## config.mk

```make
export PLATFORM = sky130hd
export DESIGN_NAME = axis_autocal_normalizer_top
export DESIGN_NICKNAME = d
export VERILOG_FILES = /design/src/hdl/aanorm_pkg.sv /design/src/hdl/aanorm_ctrl.sv /design/src/hdl/aanorm_dp.sv /design/src/hdl/axis_autocal_normalizer_top.sv
export SDC_FILE = /design/constraint.sdc
export NUM_CORES = 1
export LEC_CHECK = 0
export BUFFER_PORTS_ARGS = -buffer_cell sky130_fd_sc_hd__clkbuf_2
export CAP_MARGIN = 20
export CORE_UTILIZATION = 56
export DETAILED_ROUTE_END_ITERATION = 10
export PLACE_DENSITY = 0.81
export SLEW_MARGIN = 20
export SYNTH_ARGS = -nofsm -noshare
export SYNTH_HDL_FRONTEND = slang
export SYNTH_SLANG_ARGS = --single-unit
```

## constraint.sdc

```tcl
create_clock -name clk -period 5.82 [get_ports clk]
set_input_delay 0.582 -clock clk [delete_from_list [all_inputs] [get_ports clk]]
set_output_delay 0.582 -clock clk [all_outputs]
set_load 0.03 [all_outputs]
```

## src/hdl/aanorm_pkg.sv

```systemverilog
// Package for the auto-calibrating axis normalizer.
// Holds the controller state type, the command struct and the fixed constants.
// No dependencies.
`timescale 1ns / 1ps

package aanorm_pkg;

    // The axis number field is three bits wide, so eight axes are addressable.
    localparam int AXIS_W     = 3;
    localparam int AXIS_COUNT = 8;
    localparam int POS_W      = 17;
    localparam int DIV_STEPS  = 17;
    localparam int STEP_CNT_W = $clog2(DIV_STEPS);

    localparam logic [POS_W-1:0] HALF_SCALE = 17'd32768;
    localparam logic [POS_W-1:0] FULL_SCALE = 17'd65536;

    // Item kinds carried in tuser.
    localparam logic OP_SAMPLE = 1'b0;
    localparam logic OP_RECAL  = 1'b1;

    // Center modes of the configuration register.
    localparam logic MODE_ZERO  = 1'b0;
    localparam logic MODE_FLOAT = 1'b1;

    typedef enum logic [2:0] {
        ST_IDLE,
        ST_UPDATE,
        ST_SETUP,
        ST_DIVIDE,
        ST_FINISH
    } aanorm_state_t;

    typedef struct packed {
        logic load_in;
        logic clear_seen;
        logic update;
        logic setup;
        logic div_step;
        logic out_load;
    } aanorm_cmd_t;

endpackage

```

## src/hdl/aanorm_ctrl.sv

```systemverilog
// Controller state machine of the axis normalizer.
// Sequences one sample through update, setup, division and output load.
// Depends on aanorm_pkg.
`timescale 1ns / 1ps

module aanorm_ctrl
    import aanorm_pkg::*;
(
    input  logic        clk,
    input  logic        rst_n,
    input  logic        s_tvalid,
    input  logic        s_op,
    input  logic        m_tready,
    output logic        s_tready,
    output logic        m_tvalid,
    output aanorm_cmd_t cmd
);

    aanorm_state_t            state_reg;
    aanorm_state_t            state_next;
    logic [STEP_CNT_W-1:0]    count_reg;
    logic [STEP_CNT_W-1:0]    count_next;
    logic                     m_tvalid_reg;
    logic                     m_tvalid_next;
    logic                     in_xfer;
    logic                     slot_free;
    logic                     last_step;

    assign in_xfer   = s_tvalid && (state_reg == ST_IDLE);
    assign slot_free = !m_tvalid_reg || m_tready;
    assign last_step = (count_reg == STEP_CNT_W'(DIV_STEPS - 1));

    always_comb
    begin
        state_next = state_reg;
        unique case (state_reg)
            ST_IDLE:
            begin
                if (in_xfer && (s_op == OP_SAMPLE))
                begin
                    state_next = ST_UPDATE;
                end
            end
            ST_UPDATE: state_next = ST_SETUP;
            ST_SETUP:  state_next = ST_DIVIDE;
            ST_DIVIDE:
            begin
                if (last_step)
                begin
                    state_next = ST_FINISH;
                end
            end
            ST_FINISH:
            begin
                if (slot_free)
                begin
                    state_next = ST_IDLE;
                end
            end
            default:   state_next = ST_IDLE;
        endcase
    end

    always_comb
    begin
        cmd            = '0;
        count_next     = count_reg;
        cmd.load_in    = in_xfer && (s_op == OP_SAMPLE);
        cmd.clear_seen = in_xfer && (s_op == OP_RECAL);
        unique case (state_reg)
            ST_IDLE:   ;
            ST_UPDATE: cmd.update = 1'b1;
            ST_SETUP:
            begin
                cmd.setup  = 1'b1;
                count_next = '0;
            end
            ST_DIVIDE:
            begin
                cmd.div_step = 1'b1;
                count_next   = count_reg + 1'b1;
            end
            ST_FINISH: cmd.out_load = slot_free;
            default:   ;
        endcase
        m_tvalid_next = cmd.out_load || (m_tvalid_reg && !m_tready);
    end

    always_ff @(posedge clk or negedge rst_n)
    begin
        if (!rst_n)
        begin
            state_reg    <= ST_IDLE;
            count_reg    <= '0;
            m_tvalid_reg <= 1'b0;
        end
        else
        begin
            state_reg    <= state_next;
            count_reg    <= count_next;
            m_tvalid_reg <= m_tvalid_next;
        end
    end

    assign s_tready = (state_reg == ST_IDLE);
    assign m_tvalid = m_tvalid_reg;

endmodule

```

## src/hdl/aanorm_dp.sv

```systemverilog
// Datapath of the axis normalizer: per-axis min/max store, operand setup,
// serial restoring divider and the output register. Depends on aanorm_pkg.
`timescale 1ns / 1ps

module aanorm_dp
    import aanorm_pkg::*;
#(
    parameter int SAMPLE_BITS = 16
)
(
    input  logic                          clk,
    input  logic                          rst_n,
    input  aanorm_cmd_t                   cmd,
    input  logic                          cfg_we,
    input  logic                          cfg_wdata,
    input  logic [AXIS_W-1:0]             in_axis,
    input  logic signed [SAMPLE_BITS-1:0] in_raw,
    output logic [AXIS_W-1:0]             out_axis,
    output logic [POS_W-1:0]              out_position,
    output logic signed [SAMPLE_BITS-1:0] out_low,
    output logic signed [SAMPLE_BITS-1:0] out_high
);

    localparam int NUM_W = SAMPLE_BITS + POS_W;

    logic                          centering_reg;
    logic [AXIS_COUNT-1:0]         seen_reg;
    logic signed [SAMPLE_BITS-1:0] lo_mem [AXIS_COUNT];
    logic signed [SAMPLE_BITS-1:0] hi_mem [AXIS_COUNT];

    logic [AXIS_W-1:0]             axis_reg;
    logic signed [SAMPLE_BITS-1:0] sample_reg;
    logic signed [SAMPLE_BITS-1:0] lo_reg;
    logic signed [SAMPLE_BITS-1:0] hi_reg;
    logic [SAMPLE_BITS-1:0]        divisor_reg;
    logic [SAMPLE_BITS-1:0]        rem_reg;
    logic [POS_W-1:0]              num_lo_reg;
    logic [POS_W-1:0]              quo_reg;
    logic                          force_zero_reg;
    logic                          negative_reg;

    logic [AXIS_W-1:0]             out_axis_reg;
    logic [POS_W-1:0]              out_pos_reg;
    logic signed [SAMPLE_BITS-1:0] out_lo_reg;
    logic signed [SAMPLE_BITS-1:0] out_hi_reg;

    logic signed [SAMPLE_BITS-1:0] cur_lo;
    logic signed [SAMPLE_BITS-1:0] cur_hi;
    logic signed [SAMPLE_BITS-1:0] lo_next;
    logic signed [SAMPLE_BITS-1:0] hi_next;

    logic                          neg;
    logic [SAMPLE_BITS-1:0]        mag_v;
    logic [SAMPLE_BITS-1:0]        mag_lo;
    logic [SAMPLE_BITS-1:0]        span;
    logic [SAMPLE_BITS-1:0]        divisor_next;
    logic                          force_zero_next;
    logic [NUM_W-1:0]              num_wide;

    logic [SAMPLE_BITS:0]          trial;
    logic [SAMPLE_BITS:0]          diff;
    logic                          ge;

    logic [POS_W-1:0]              quo_eff;
    logic [POS_W-1:0]              pos_next;

    // Min/max update: a fresh axis takes the sample as both bounds.
    always_comb
    begin
        cur_lo = lo_mem[axis_reg];
        cur_hi = hi_mem[axis_reg];
        if (!seen_reg[axis_reg])
        begin
            lo_next = sample_reg;
            hi_next = sample_reg;
        end
        else
        begin
            lo_next = (sample_reg < cur_lo) ? sample_reg : cur_lo;
            hi_next = (sample_reg > cur_hi) ? sample_reg : cur_hi;
        end
    end

    // Operand setup for the divider and the cases that force a zero quotient.
    always_comb
    begin
        neg    = sample_reg[SAMPLE_BITS-1];
        mag_v  = neg ? (SAMPLE_BITS'(0) - SAMPLE_BITS'(sample_reg)) : SAMPLE_BITS'(sample_reg);
        mag_lo = lo_reg[SAMPLE_BITS-1] ? (SAMPLE_BITS'(0) - SAMPLE_BITS'(lo_reg))
                                       : SAMPLE_BITS'(lo_reg);
        span   = SAMPLE_BITS'(hi_reg) - SAMPLE_BITS'(lo_reg);
        if (centering_reg == MODE_ZERO)
        begin
            divisor_next    = neg ? mag_lo : SAMPLE_BITS'(hi_reg);
            force_zero_next = (sample_reg == '0);
            num_wide        = {2'b00, mag_v, 15'd0};
        end
        else
        begin
            divisor_next    = span;
            force_zero_next = (span == '0) || (span < mag_v) || neg;
            num_wide        = {1'b0, mag_v, 16'd0};
        end
    end

    // One quotient bit per step of the restoring divider.
    always_comb
    begin
        trial = {rem_reg, num_lo_reg[POS_W-1]};
        diff  = trial - {1'b0, divisor_reg};
        ge    = (trial >= {1'b0, divisor_reg});
    end

    always_comb
    begin
        quo_eff = force_zero_reg ? '0 : quo_reg;
        if (centering_reg == MODE_ZERO)
        begin
            pos_next = negative_reg ? (HALF_SCALE - quo_eff) : (HALF_SCALE + quo_eff);
        end
        else
        begin
            pos_next = quo_eff;
        end
    end

    always_ff @(posedge clk or negedge rst_n)
    begin
        if (!rst_n)
        begin
            centering_reg <= MODE_ZERO;
            seen_reg      <= '0;
        end
        else
        begin
            if (cfg_we)
            begin
                centering_reg <= cfg_wdata;
            end
            if (cmd.clear_seen)
            begin
                seen_reg <= '0;
            end
            else if (cmd.update)
            begin
                seen_reg[axis_reg] <= 1'b1;
            end
        end
    end

    always_ff @(posedge clk)
    begin
        if (cmd.load_in)
        begin
            axis_reg   <= in_axis;
            sample_reg <= in_raw;
        end
        if (cmd.update)
        begin
            lo_mem[axis_reg] <= lo_next;
            hi_mem[axis_reg] <= hi_next;
            lo_reg           <= lo_next;
            hi_reg           <= hi_next;
        end
        if (cmd.setup)
        begin
            divisor_reg    <= divisor_next;
            force_zero_reg <= force_zero_next;
            negative_reg   <= neg;
            rem_reg        <= num_wide[NUM_W-1:POS_W];
            num_lo_reg     <= num_wide[POS_W-1:0];
            quo_reg        <= '0;
        end
        else if (cmd.div_step)
        begin
            rem_reg    <= ge ? diff[SAMPLE_BITS-1:0] : trial[SAMPLE_BITS-1:0];
            num_lo_reg <= {num_lo_reg[POS_W-2:0], 1'b0};
            quo_reg    <= {quo_reg[POS_W-2:0], ge};
        end
        if (cmd.out_load)
        begin
            out_axis_reg <= axis_reg;
            out_pos_reg  <= pos_next;
            out_lo_reg   <= lo_reg;
            out_hi_reg   <= hi_reg;
        end
    end

    assign out_axis     = out_axis_reg;
    assign out_position = out_pos_reg;
    assign out_low      = out_lo_reg;
    assign out_high     = out_hi_reg;

endmodule

```

## src/hdl/axis_autocal_normalizer_top.sv

```systemverilog
// Top level of the auto-calibrating axis normalizer.
// Instantiates aanorm_ctrl and aanorm_dp; depends on aanorm_pkg.
`timescale 1ns / 1ps

// This block turns raw signed joystick axis samples into normalized unsigned
// positions, where 65536 stands for 1.0, while learning each axis's range on
// the fly. Each input transfer is either a sample (tuser low) for one of eight
// axes or a recalibrate command (tuser high) that forgets every learned range.
// A sample first widens its axis's running minimum and maximum, then produces
// one output transfer with the axis, the position and the updated bounds. In
// zero-centered mode zero maps to one half and each side scales against its
// own bound; in floating-center mode the sample is divided by the max-min span,
// and spans of zero, samples beyond the span and negative samples give zero.
// From its input transfer a sample passes through acceptance, an update of the
// min/max store, the operand setup, the bit-serial restoring divider and the
// output register load, which waits for a free output slot, before the block
// is ready again. A recalibrate leaves it ready. The output register lets the
// next sample enter while a result still waits downstream. The user must write
// the centering mode register (cfg_we/cfg_wdata) only while idle; not enforced.

module axis_autocal_normalizer_top
    import aanorm_pkg::*;
#(
    parameter int SAMPLE_BITS = 16
)
(
    input  logic                      clk,
    input  logic                      rst_n,
    input  logic                      cfg_we,
    input  logic                      cfg_wdata,
    input  logic                      s_tvalid,
    output logic                      s_tready,
    // Fields from bit 0 up: axis_index (3), raw_value (SAMPLE_BITS), zero fill.
    input  logic [((AXIS_W + SAMPLE_BITS + 7) / 8) * 8 - 1:0] s_tdata,
    // Fields from bit 0 up: op (1).
    input  logic                      s_tuser,
    output logic                      m_tvalid,
    input  logic                      m_tready,
    // Fields from bit 0 up: axis_out (3), position (17), span_low (SAMPLE_BITS),
    // span_high (SAMPLE_BITS), zero fill.
    output logic [((AXIS_W + POS_W + 2 * SAMPLE_BITS + 7) / 8) * 8 - 1:0] m_tdata
);

    localparam int IN_W        = AXIS_W + SAMPLE_BITS;
    localparam int OUT_W       = AXIS_W + POS_W + 2 * SAMPLE_BITS;
    localparam int OUT_TDATA_W = ((OUT_W + 7) / 8) * 8;
    localparam int POS_LSB     = AXIS_W;
    localparam int LO_LSB      = AXIS_W + POS_W;
    localparam int HI_LSB      = LO_LSB + SAMPLE_BITS;

    aanorm_cmd_t                   cmd;
    logic [AXIS_W-1:0]             out_axis;
    logic [POS_W-1:0]              out_position;
    logic signed [SAMPLE_BITS-1:0] out_low;
    logic signed [SAMPLE_BITS-1:0] out_high;

    // The controller sees only the handshake and the item kind.
    aanorm_ctrl u_ctrl
    (
        .clk      (clk),
        .rst_n    (rst_n),
        .s_tvalid (s_tvalid),
        .s_op     (s_tuser),
        .m_tready (m_tready),
        .s_tready (s_tready),
        .m_tvalid (m_tvalid),
        .cmd      (cmd)
    );

    aanorm_dp #(
        .SAMPLE_BITS (SAMPLE_BITS)
    ) u_dp
    (
        .clk          (clk),
        .rst_n        (rst_n),
        .cmd          (cmd),
        .cfg_we       (cfg_we),
        .cfg_wdata    (cfg_wdata),
        .in_axis      (s_tdata[AXIS_W-1:0]),
        .in_raw       (s_tdata[IN_W-1:AXIS_W]),
        .out_axis     (out_axis),
        .out_position (out_position),
        .out_low      (out_low),
        .out_high     (out_high)
    );

    // Pack the result fields, lowest field in the lowest bits.
    assign m_tdata = OUT_TDATA_W'({out_high, out_low, out_position, out_axis});

    // A delivered position never exceeds full scale.
    a_pos_range: assert property (@(posedge clk) disable iff (!rst_n)
        m_tvalid |-> (m_tdata[LO_LSB-1:POS_LSB] <= FULL_SCALE))
        else $error("position above full scale");

    // The reported bounds of an axis are always ordered.
    a_bounds_order: assert property (@(posedge clk) disable iff (!rst_n)
        m_tvalid |-> ($signed(m_tdata[HI_LSB-1:LO_LSB]) <=
                      $signed(m_tdata[HI_LSB+SAMPLE_BITS-1:HI_LSB])))
        else $error("span_low above span_high");

    // A recalibrate transfer is finished in its own cycle.
    a_recal_single: assert property (@(posedge clk) disable iff (!rst_n)
        (s_tvalid && s_tready && (s_tuser == OP_RECAL)) |=> s_tready)
        else $error("recalibrate stalled the input");

    // A sample transfer occupies the block, so no second one follows at once.
    a_sample_busy: assert property (@(posedge clk) disable iff (!rst_n)
        (s_tvalid && s_tready && (s_tuser == OP_SAMPLE)) |=> !s_tready)
        else $error("input ready right after a sample transfer");

endmodule

```

* After elaboration in Yosys (flattened, before gate mapping)
Memory sizes are Yosys's and may differ from the RTL's. A register that Yosys moved wholly into a read port is not among the register bits. Cells that the tools add are included.
Word-level totals: output and inout port bits 58, RAM bits 256, word-level logic and storage cells 99, memories 2, bits in registers 189
Memories:
- u_dp.hi_mem | words 8, width 16, read ports 1, clocked after memory_dff 1, write ports 1, line aanorm_dp.sv:29 | logic signed [SAMPLE_BITS-1:0] hi_mem [AXIS_COUNT];
- u_dp.lo_mem | words 8, width 16, read ports 1, clocked after memory_dff 1, write ports 1, line aanorm_dp.sv:28 | logic signed [SAMPLE_BITS-1:0] lo_mem [AXIS_COUNT];
Operators by class: bitwise gates (word level) 2, add/subtract/negate cells 7, reduce and logical (&&, ||, !) cells 18, $lt $le $gt $ge 6, equality and inequality tests 8, mux-type cells 37
Operator list (number):
- $mux W16 | 11
- $mux W17 | 5
- $logic_not A16 Y1 | 2
- $lt A16 B16 Y1 | 2
- $mux W32 | 1
- $sub A1 B16 Y16 const A | 2
- $sub A16 B16 Y16 | 2
- $add A16 B17 Y17 const A | 1
- $ge A17 B16 Y1 | 1
- $sub A16 B17 Y17 const A | 1
- $gt A16 B16 Y1 | 1
- $mux W8 | 2
- $mux W3 | 5
- $pmux W3 S5 | 1
- $pmux W5 S2 | 1
- $mux W1 | 9
- $or A8 B8 Y8 | 1
- $eq A3 B2 Y1 const B | 2
- $ne A2 B1 Y1 const B | 3
- $reduce_bool A2 Y1 | 3
- $add A5 B1 Y5 const B | 1
- $eq A5 B5 Y1 const B | 1
- $logic_and A1 B1 Y1 | 5
- $logic_or A1 B1 Y1 | 4
- other kinds (10) | 11

* Longest topological paths before layout
Gate-level depths: netlist of run 1.
depth after elaboration 7, gate-level depth with buffers 17

* Hierarchy
Synthesis of run 1 repeated with hierarchy kept, for this count alone.
Second synthesis, totals: cells, all modules 1390, area, all modules 20256.9 um^2
Modules (own cells, without submodules):
- aanorm_dp | cells an instance 1330, area each 19705.1 um^2, times used 1
- aanorm_ctrl | cells an instance 55, area each 518.0 um^2, times used 1
- axis_autocal_normalizer_top | cells an instance 5, area each 33.8 um^2, times used 1

* Least setup slack after synthesis of run 1
No wires, ideal clock.
path kind register to register, start point register u_ctrl.state_reg[0], end point memory u_dp.hi_mem[0][0] (enable), arrival time 5.809 ns, stages on the path, launching flop included 5, setup slack -0.453 ns, cell sequence dfrtp_1 > clkbuf_1 > nor3b_1 > nand2_1 > nor3_1
On the way: longest elaborated chain between the ends 4
Ends and longest elaborated chain:
- start, declared | line aanorm_ctrl.sv:19 | aanorm_state_t state_reg;
- start signal, assigned | line aanorm_ctrl.sv:99 | state_reg <= state_next;
- $eq A3 B1 Y1 | line aanorm_ctrl.sv:70 | unique case (state_reg)
- $mux W1 | line aanorm_ctrl.sv:70
- $mux W1 | line aanorm_dp.sv:158 | if (cmd.update)
- $mux W1 (not written as such) | line aanorm_dp.sv:161 | hi_mem[axis_reg] <= hi_next;
- end, declared | line aanorm_dp.sv:29
Every way passes these cells.

==> metrics.md, run 1 <==
| Metric | Value |
|---|---|
| Synth warn | `0` |
| Largest net degree at the start of global routing | `55` |
| Multiplexer area fraction after synthesis | `0.119` |
| Cells after synthesis | `1421` |
| Reg clk slew, reported paths | `0.06 ns` |
| Hold Violations, Final | `0` |
| Setup TNS | `0 ns` |
| Post-Synth Adder-Cell Area | `0.0524` |
| First-pass GRT wire length | `71000 um` |
| CP Max Fanout | `19` |
| Flops & latches, synth | `433` |
| Die footprint | `37100 sq um` |
| Worst min-delay path startpoint | `s_tdata[14]` |
| Post-synth top area share | `0.583` |
| Sequential share of the synthesized area | `0.625` |
| Layout area overhead | `12.1%` |
| Worst min path class | `in2reg` |
| Die width | `193 um` |
| Largest regs | `u_dp.hi_mem: 128 flops, u_dp.lo_mem: 128 flops` |
| Drt first pass iters | `8` |
| Number of flops mapped to enable cells by yosys | `395` |
| Synth Area in Compound Gates | `0.0861` |
| Core Region | `35700 sq um` |
| Max Slew Vio Count | `0` |
| Critical path class | `reg2reg` |
| Chip height | `193 um` |
| Number of max-cap violations | `0` |
| Share of cells above drive strength 1 | `0.170` |
| Clk buf depth | `3` |
| Pwr/cell area | `399 nW/um^2` |
| Actual slew at the worst max-slew pin | `0.988 ns` |
| Initial antenna violation count | `0` |
| Number of global-route vias before repair | `12800` |
| Ys flop type | `edfxtp_1` |
| Total CTS buffers | `44` |
| Insertion delay to the later sink of the worst-skew pair | `0.55 ns` |
| Drc violations | `8` |
| F_max | `212 MHz` |
| Total power draw | `9.10 mW` |
| Crit path largest cell delay | `0.67 ns` |
| Reg2reg path depth | `12` |
| Final Cycle Share | `0.809` |
| Avg Cell Area, Syn | `14.3 sq um` |
| Failing checks | `DRC` |
| Largest family of logic cells by synthesized area | `multiplexers` |
| Sw frac | `0.299` |
| Yosys top cell by area | `edfxtp_1` |
| Post-Syn Area | `20300 sq um` |
| Crit path DAT | `4.95 ns` |
| Final Critical Period | `4.71 ns` |
| Final setup fails | `0` |
| Simple-gate share of the synthesized area | `0.0680` |
| Sink of the worst hold path | `u_dp.sample_reg[11]` |
| Routed Antenna Nets | `0` |
| Clock root buffer | `clkbuf_16` |
| Combinational Power Share | `0.246` |
| Final wirelength | `46300 um` |
| Hold depth | `1` |
| CP most frequent cell | `mux2i_1` |
| CP required | `6.06 ns` |
| Via density | `6.25` |
| Hpwl dp | `30900 um` |
| Initial Utilization | `0.571` |
| Post-synthesis async set-or-reset flop share | `0.0416` |
| Input/output buffers | `79` |
| Cell row count | `69` |
| Post-synthesis xor/xnor area fraction | `0.0237` |
| IO Pins | `89` |
| GP Congestion | `0.911` |
| Leak pwr | `8.27 nW` |
| # nets final | `1634` |
| Net Sw Power | `2.72 mW` |
| Status | `finished with violations` |
| # fillers | `2474` |
| Reg power frac | `0.448` |
| Postcts setup bufs | `0` |
| Routed len/inst | `23.0 um` |
| Grt ovf | `0` |
| ANT cells | `0` |
| Reg2Reg Setup Slack | `1.11 ns` |
| CTS tree | `built` |
| Critical Path End Type | `register` |
| Clock Power Share | `0.307` |
| CP Launch Type | `register` |
| RR Endpoint | `u_dp.hi_mem[6][5]` |
| Detailed router's first-iteration violation count | `1272` |
| Post-CTS sizing | `0` |
| Area contributors post-synth | `edfxtp_1, mux4_2, ha_1, mux2i_1, dfrtp_1` |
| Cell breakdown of the critical path | `buf_4 > mux4_2 > mux2i_1 > ha_1 > a21o_1 > a21oi_1 > o21ai_1 > mux2i_1 > nand3_1 > a21oi_2 > buf_4 > mux2i_1` |
| Total GRT Usage | `0.256` |
| Slowest stage cell, crit path | `mux2i_1` |
| Post-synthesis cell type count | `73` |
| Clock sink total | `433` |
| Vias | `12600` |
| Clock skew | `0.0192 ns` |
| Peak VDD IR | `263 uV` |
| RSZ-0062 raised after global routing | `false` |
| H-tree depth | `2` |
| Power Internal | `6.38 mW` |
| Slew margin rel. | `0.333` |
## how the worst max path moves through the flow
stage / start / end / slack (ns) / depth (start not counted)
after floorplan: u_ctrl.state_reg[2] / u_dp.hi_mem[0][0] / 0.83 / 4
after global placement: register / u_dp.hi_mem[6][5] / 1.40 / 12
after detailed placement: register / u_dp.lo_mem[0][7] / 1.26 / 11
after CTS: register / u_dp.lo_mem[0][7] / 1.15 / 11
after global routing: register / u_dp.hi_mem[2][6] / 0.95 / 12
final: register / u_dp.hi_mem[6][5] / 1.11 / 12
## critical path, delay by kind of cell, from the launching register on
kind	cells	cell delay (ns)
multiplexers	4	1.69
buffers and inverters	2	0.84
flip-flops	1	0.58
AO/OA/AOI/OAI	4	0.84
adder cells (fa/ha/maj)	1	0.30
AND/OR/NAND/NOR	1	0.13
## stage by stage
step / hold WS (ns) / std cells / setup WS [ns] / cell area [sq um] / utilization
2_1_floorplan: 0.286 / 1424 / 0.831 / 20400 / -
4_1_cts: 0.199 / 2014 / 1.15 / 22800 / 0.639
3_5_place_dp: 0.477 / 1933 / 1.26 / 21400 / 0.599
5_1_grt: 0.198 / 2014 / 0.951 / 22800 / 0.639
6_report: 0.211 / 2014 / 1.11 / 22800 / 0.639
3_3_place_gp: 0.467 / 1933 / 1.40 / 21400 / 0.599
## power by group through the flow
stage	sequential [mW]	combinational, mW	clock [mW]
2_1_floorplan	4.02	1.77	0
3_3_place_gp	4.11	2.12	0
3_5_place_dp	4.13	2.21	0
4_1_cts	4.06	2.23	2.83
5_1_grt	4.10	2.48	2.94
6_report	4.07	2.24	2.79
## kinds of logic after synthesis
group	after synthesis
flip-flops	433
other	1
AO/OA/AOI/OAI	275
multiplexers	162
XOR/XNOR	55
AND/OR/NAND/NOR	283
buffers and inverters	128
adder cells (fa/ha/maj)	84
## timing repair
| action | in CTS | in global routing |
|---|---|---|
| hold buffers | 1 | 0 |
| endpoints found under the hold margin | 5 | 0 |
| setup endpoints to repair | 0 | 0 |
## layer usage
metal,GRT usage,routed length [um],vias to the layer above,share of wire
met1,0.332,18800,6316,0.41
met3,0.0340,2850,101,0.061
met4,0.0875,1310,0,0.028
li1,-,-,5689,-
met2,0.444,23300,479,0.50
met5,0,0,-,0
## synthesized netlist by cell type, types with 9 or more instances
| cell | instances |
|---|---|
| a21o_1 | 17 |
| a21oi_1 | 77 |
| a22o_1 | 10 |
| buf_1 | 10 |
| clkbuf_1 | 36 |
| dfrtp_1 | 18 |
| dfxtp_1 | 20 |
| edfxtp_1 | 395 |
| ha_1 | 82 |
| inv_1 | 69 |
| mux2i_1 | 91 |
| mux4_2 | 64 |
| nand2_1 | 79 |
| nand2b_1 | 13 |
| nand3_1 | 25 |
| nor2_1 | 76 |
| nor2b_1 | 11 |
| nor3_1 | 23 |
| o211ai_1 | 10 |
| o21a_1 | 15 |
| o21ai_0 | 58 |
| o21ai_1 | 19 |
| o31ai_1 | 14 |
| xnor2_1 | 46 |
| xor2_1 | 9 |
## cell usage in the layout, fill, tap and decap left out, drive strengths merged, types with 9 or more instances in the layout
| cell type | instances |
|---|---|
| inv | 71 |
| o21ai | 78 |
| clkbuf | 133 |
| dfrtp | 18 |
| xor2 | 9 |
| nor2b | 11 |
| o211ai | 10 |
| o21a | 15 |
| a21o | 17 |
| edfxtp | 395 |
| mux2i | 91 |
| o41ai | 9 |
| nand3 | 25 |
| a21oi | 78 |
| mux4 | 64 |
| o31ai | 14 |
| dfxtp | 20 |
| nor3 | 25 |
| nor2 | 77 |
| nand2 | 79 |
| clkinv | 20 |
| ha | 82 |
| a22o | 10 |
| nand2b | 13 |
| buf | 25 |
| xnor2 | 46 |
## layout make-up
type / count / area, sq um / share of cell area
sequential: 433 / 12700 / 0.558
timing repair buffer: 105 / 606 / 0.0266
multi-input combinational: 863 / 7200 / 0.316
clock buffer: 54 / 1170 / 0.0513
inverter: 72 / 270 / 0.0119
clock inverter: 26 / 255 / 0.0112
tap: 461 / 577 / 0.0253
Power figures use the tool's default switching activity.
==> run 2, diff against run 1 <==
- CORE_UTILIZATION: 56 -> 62
- PLACE_DENSITY: 0.81 -> 0.85
- clock period: 5.82 -> 4.8 ns (I/O delays scaled with it)
==> metrics.md, run 2 (synthesis gave the netlist of run 1 again) <==
| Metric | Value |
|---|---|
| Critical Path End Type | `register` |
| IO Pins | `89 (unchanged)` |
| # fillers | `2014 (-19%)` |
| Cell row count | `65 (-5.8%)` |
| Reg clk slew, reported paths | `0.06 ns (about the same)` |
| Via density | `6.33 (+1.3%)` |
| Number of max-cap violations | `0 (unchanged)` |
| Initial antenna violation count | `0 (unchanged)` |
| Number of global-route vias before repair | `12900 (+0.85%)` |
| Register area | `12700 sq um (unchanged)` |
| CTS tree | `built` |
| Final Cycle Share | `0.845 (+0.0363)` |
| Final Critical Period | `4.06 ns (-0.651 ns)` |
| Vias | `12800 (+1.4%)` |
| Critical path class | `reg2reg` |
| Slew margin rel. | `0.208 (-0.125)` |
| GP Congestion | `0.917 (+0.67%)` |
| Most common cell after layout, fill and taps aside | `edfxtp_1` |
| Hold Violations, Final | `0 (unchanged)` |
| Cell breakdown of the critical path | `buf_12 > mux4_2 > mux2i_1 > ha_1 > and4_1 > o211ai_1 > o211ai_1 > a211oi_1 > nor3_4 > buf_12 > mux2i_1 > buf_4` |
| Routing usage on met1 | `0.375 (+0.0432)` |
| Chip height | `183 um (-4.9%)` |
| CP Launch Type | `register` |
| Clk buf depth | `3 (unchanged)` |
| Hold depth | `1 (unchanged)` |
| Drc violations | `0 (-8)` |
| Crit path largest cell delay | `0.55 ns (-0.12 ns)` |
| F_max | `247 MHz (+16%)` |
| Crit path DAT | `4.45 ns (-0.50 ns)` |
| Total CTS buffers | `44 (unchanged)` |
| Clock root buffer | `clkbuf_16` |
| Hold Slack | `0.116 ns (-0.0947 ns)` |
| Core Region | `31900 sq um (-11%)` |
| Slowest stage cell, crit path | `mux4_2` |
| Met2 Use GR | `0.479 (+0.0342)` |
| Largest net degree at the start of global routing | `60 (+9.1%)` |
| Insertion delay to the later sink of the worst-skew pair | `0.54 ns (about the same)` |
| Routed len/inst | `23.1 um (+0.29%)` |
| Pwr/cell area | `479 nW/um^2 (+20%)` |
| Largest regs | `u_dp.hi_mem: 128 flops, u_dp.lo_mem: 128 flops` |
| Detailed router's first-iteration violation count | `1219 (-4.2%)` |
| CP required | `5.19 ns (-0.87 ns)` |
| Grt ovf | `0 (unchanged)` |
| Layout area overhead | `13.3%` |
| ANT cells | `0 (unchanged)` |
| Clock sink total | `433 (unchanged)` |
| Total GRT Usage | `0.286 (+0.0299)` |
| Input/output buffers | `79 (unchanged)` |
| Post-CTS sizing | `0 (unchanged)` |
| Setup TNS | `0 ns (unchanged)` |
| Status | `completed` |
| Clock skew | `0.0120 ns (-0.00717 ns)` |
| Most frequent cells in the layout | `edfxtp_1, mux2i_1, ha_1` |
| RSZ-0062 raised after global routing | `false` |
| Leak pwr | `8.45 nW (+2.1%)` |
| Area of the multi-input gates | `7220 sq um (+0.17%)` |
| Actual slew at the worst max-slew pin | `1.17 ns (+0.185 ns)` |
| Initial Utilization | `0.638 (+0.0676)` |
| Max Slew Vio Count | `0 (unchanged)` |
| M3 GR Usage | `0.0421 (+0.00809)` |
| Final setup fails | `0 (unchanged)` |
| Hpwl dp | `31000 um (+0.33%)` |
| Drt first pass iters | `5 (-3)` |
| Die footprint | `33500 sq um (-9.6%)` |
| Worst min path class | `in2reg` |
| GRT Max-Usage Layer | `met2` |
| Peak VDD IR | `311 uV (+18%)` |
| Die width | `183 um (-4.9%)` |
| H-tree depth | `2 (unchanged)` |
| Routed Antenna Nets | `0 (unchanged)` |
| # nets final | `1666 (+2.0%)` |
| First-pass GRT wire length | `71700 um (+0.91%)` |
| Final wirelength | `46500 um (+0.39%)` |
| Share of cells above drive strength 1 | `0.189 (+0.0191)` |
| Reg2reg path depth | `12 (unchanged)` |
| CP Max Fanout | `34 (+15)` |
## run 2: cell types whose count changed in the layout (fill, tap and decap cells not counted), sizes merged
cell,previous run,this run
buf,25,57
clkbuf,133,138
clkinv,20,12
clkinvlp,2,3
bufinv,5,3
## run 2: worst max-delay path: cells and delay by family (launching register included)
kind,cells,cell delay [ns]
flip-flops,1,0.49
buffers and inverters,3,0.75
adder cells (fa/ha/maj),1,0.19
AO/OA/AOI/OAI,3,0.63
AND/OR/NAND/NOR,2,0.61
multiplexers,3,1.20
## run 2: worst paths after layout
| check | endpoint | slack (ns) | start |
|---|---|---|---|
| worst max-delay path | u_dp.lo_mem[1][15] | 0.74 | register |
| worst min-delay path | u_dp.sample_reg[6] | 0.12 | s_tdata[9] |
| min in group asynchronous | u_ctrl.state_reg[2] | 0.42 | rst_n |
| max in group asynchronous | u_dp.centering_reg | 4.03 | rst_n |
| worst min register to register | u_dp.out_high[0] | 0.49 | u_dp.hi_reg[0] |
| worst max register to register | u_dp.lo_mem[1][15] | 0.74 | register |
## run 2: through the flow
step                      power [mW]  worst slack, ns  cell area, sq um  utilization  std cells
after floorplan                 7.02            0.546             20400            -       1424
after global placement          7.54            0.905             21600        0.678       1939
after detailed placement        7.67            0.808             21600        0.678       1939
after CTS                       11.0            0.753             23100        0.723       2016
after global routing            11.6            0.619             23100        0.723       2016
final                           11.0            0.744             23100        0.723       2016
## run 2: routing by layer
metal | vias to the layer above | share of wire
met5 | - | 0
met4 | 0 | 0.037
met3 | 109 | 0.076
met2 | 620 | 0.50
met1 | 6292 | 0.39
li1 | 5739 | -
## run 2: repair_timing
action | 4_1_cts | 5_1_grt
endpoints found under the hold margin | 18 | 0
setup buffers | 0 | 0
hold buffers | 1 | 0
## run 2: area by class of cell
cell class,instances,share of cell area
Clock buffer,59,0.0543
Clock inverter,17,0.00733
Inverter,72,0.0117
Multi-Input combinational cell,863,0.313
Sequential cell,433,0.552
Tap cell,435,0.0236
Timing Repair Buffer,137,0.0383
## run 2: report_power, final
group,internal [mW],switching (mW)
logic,1.12,1.61
clock network,1.99,1.39
registers,4.63,0.290
total,7.74,3.29
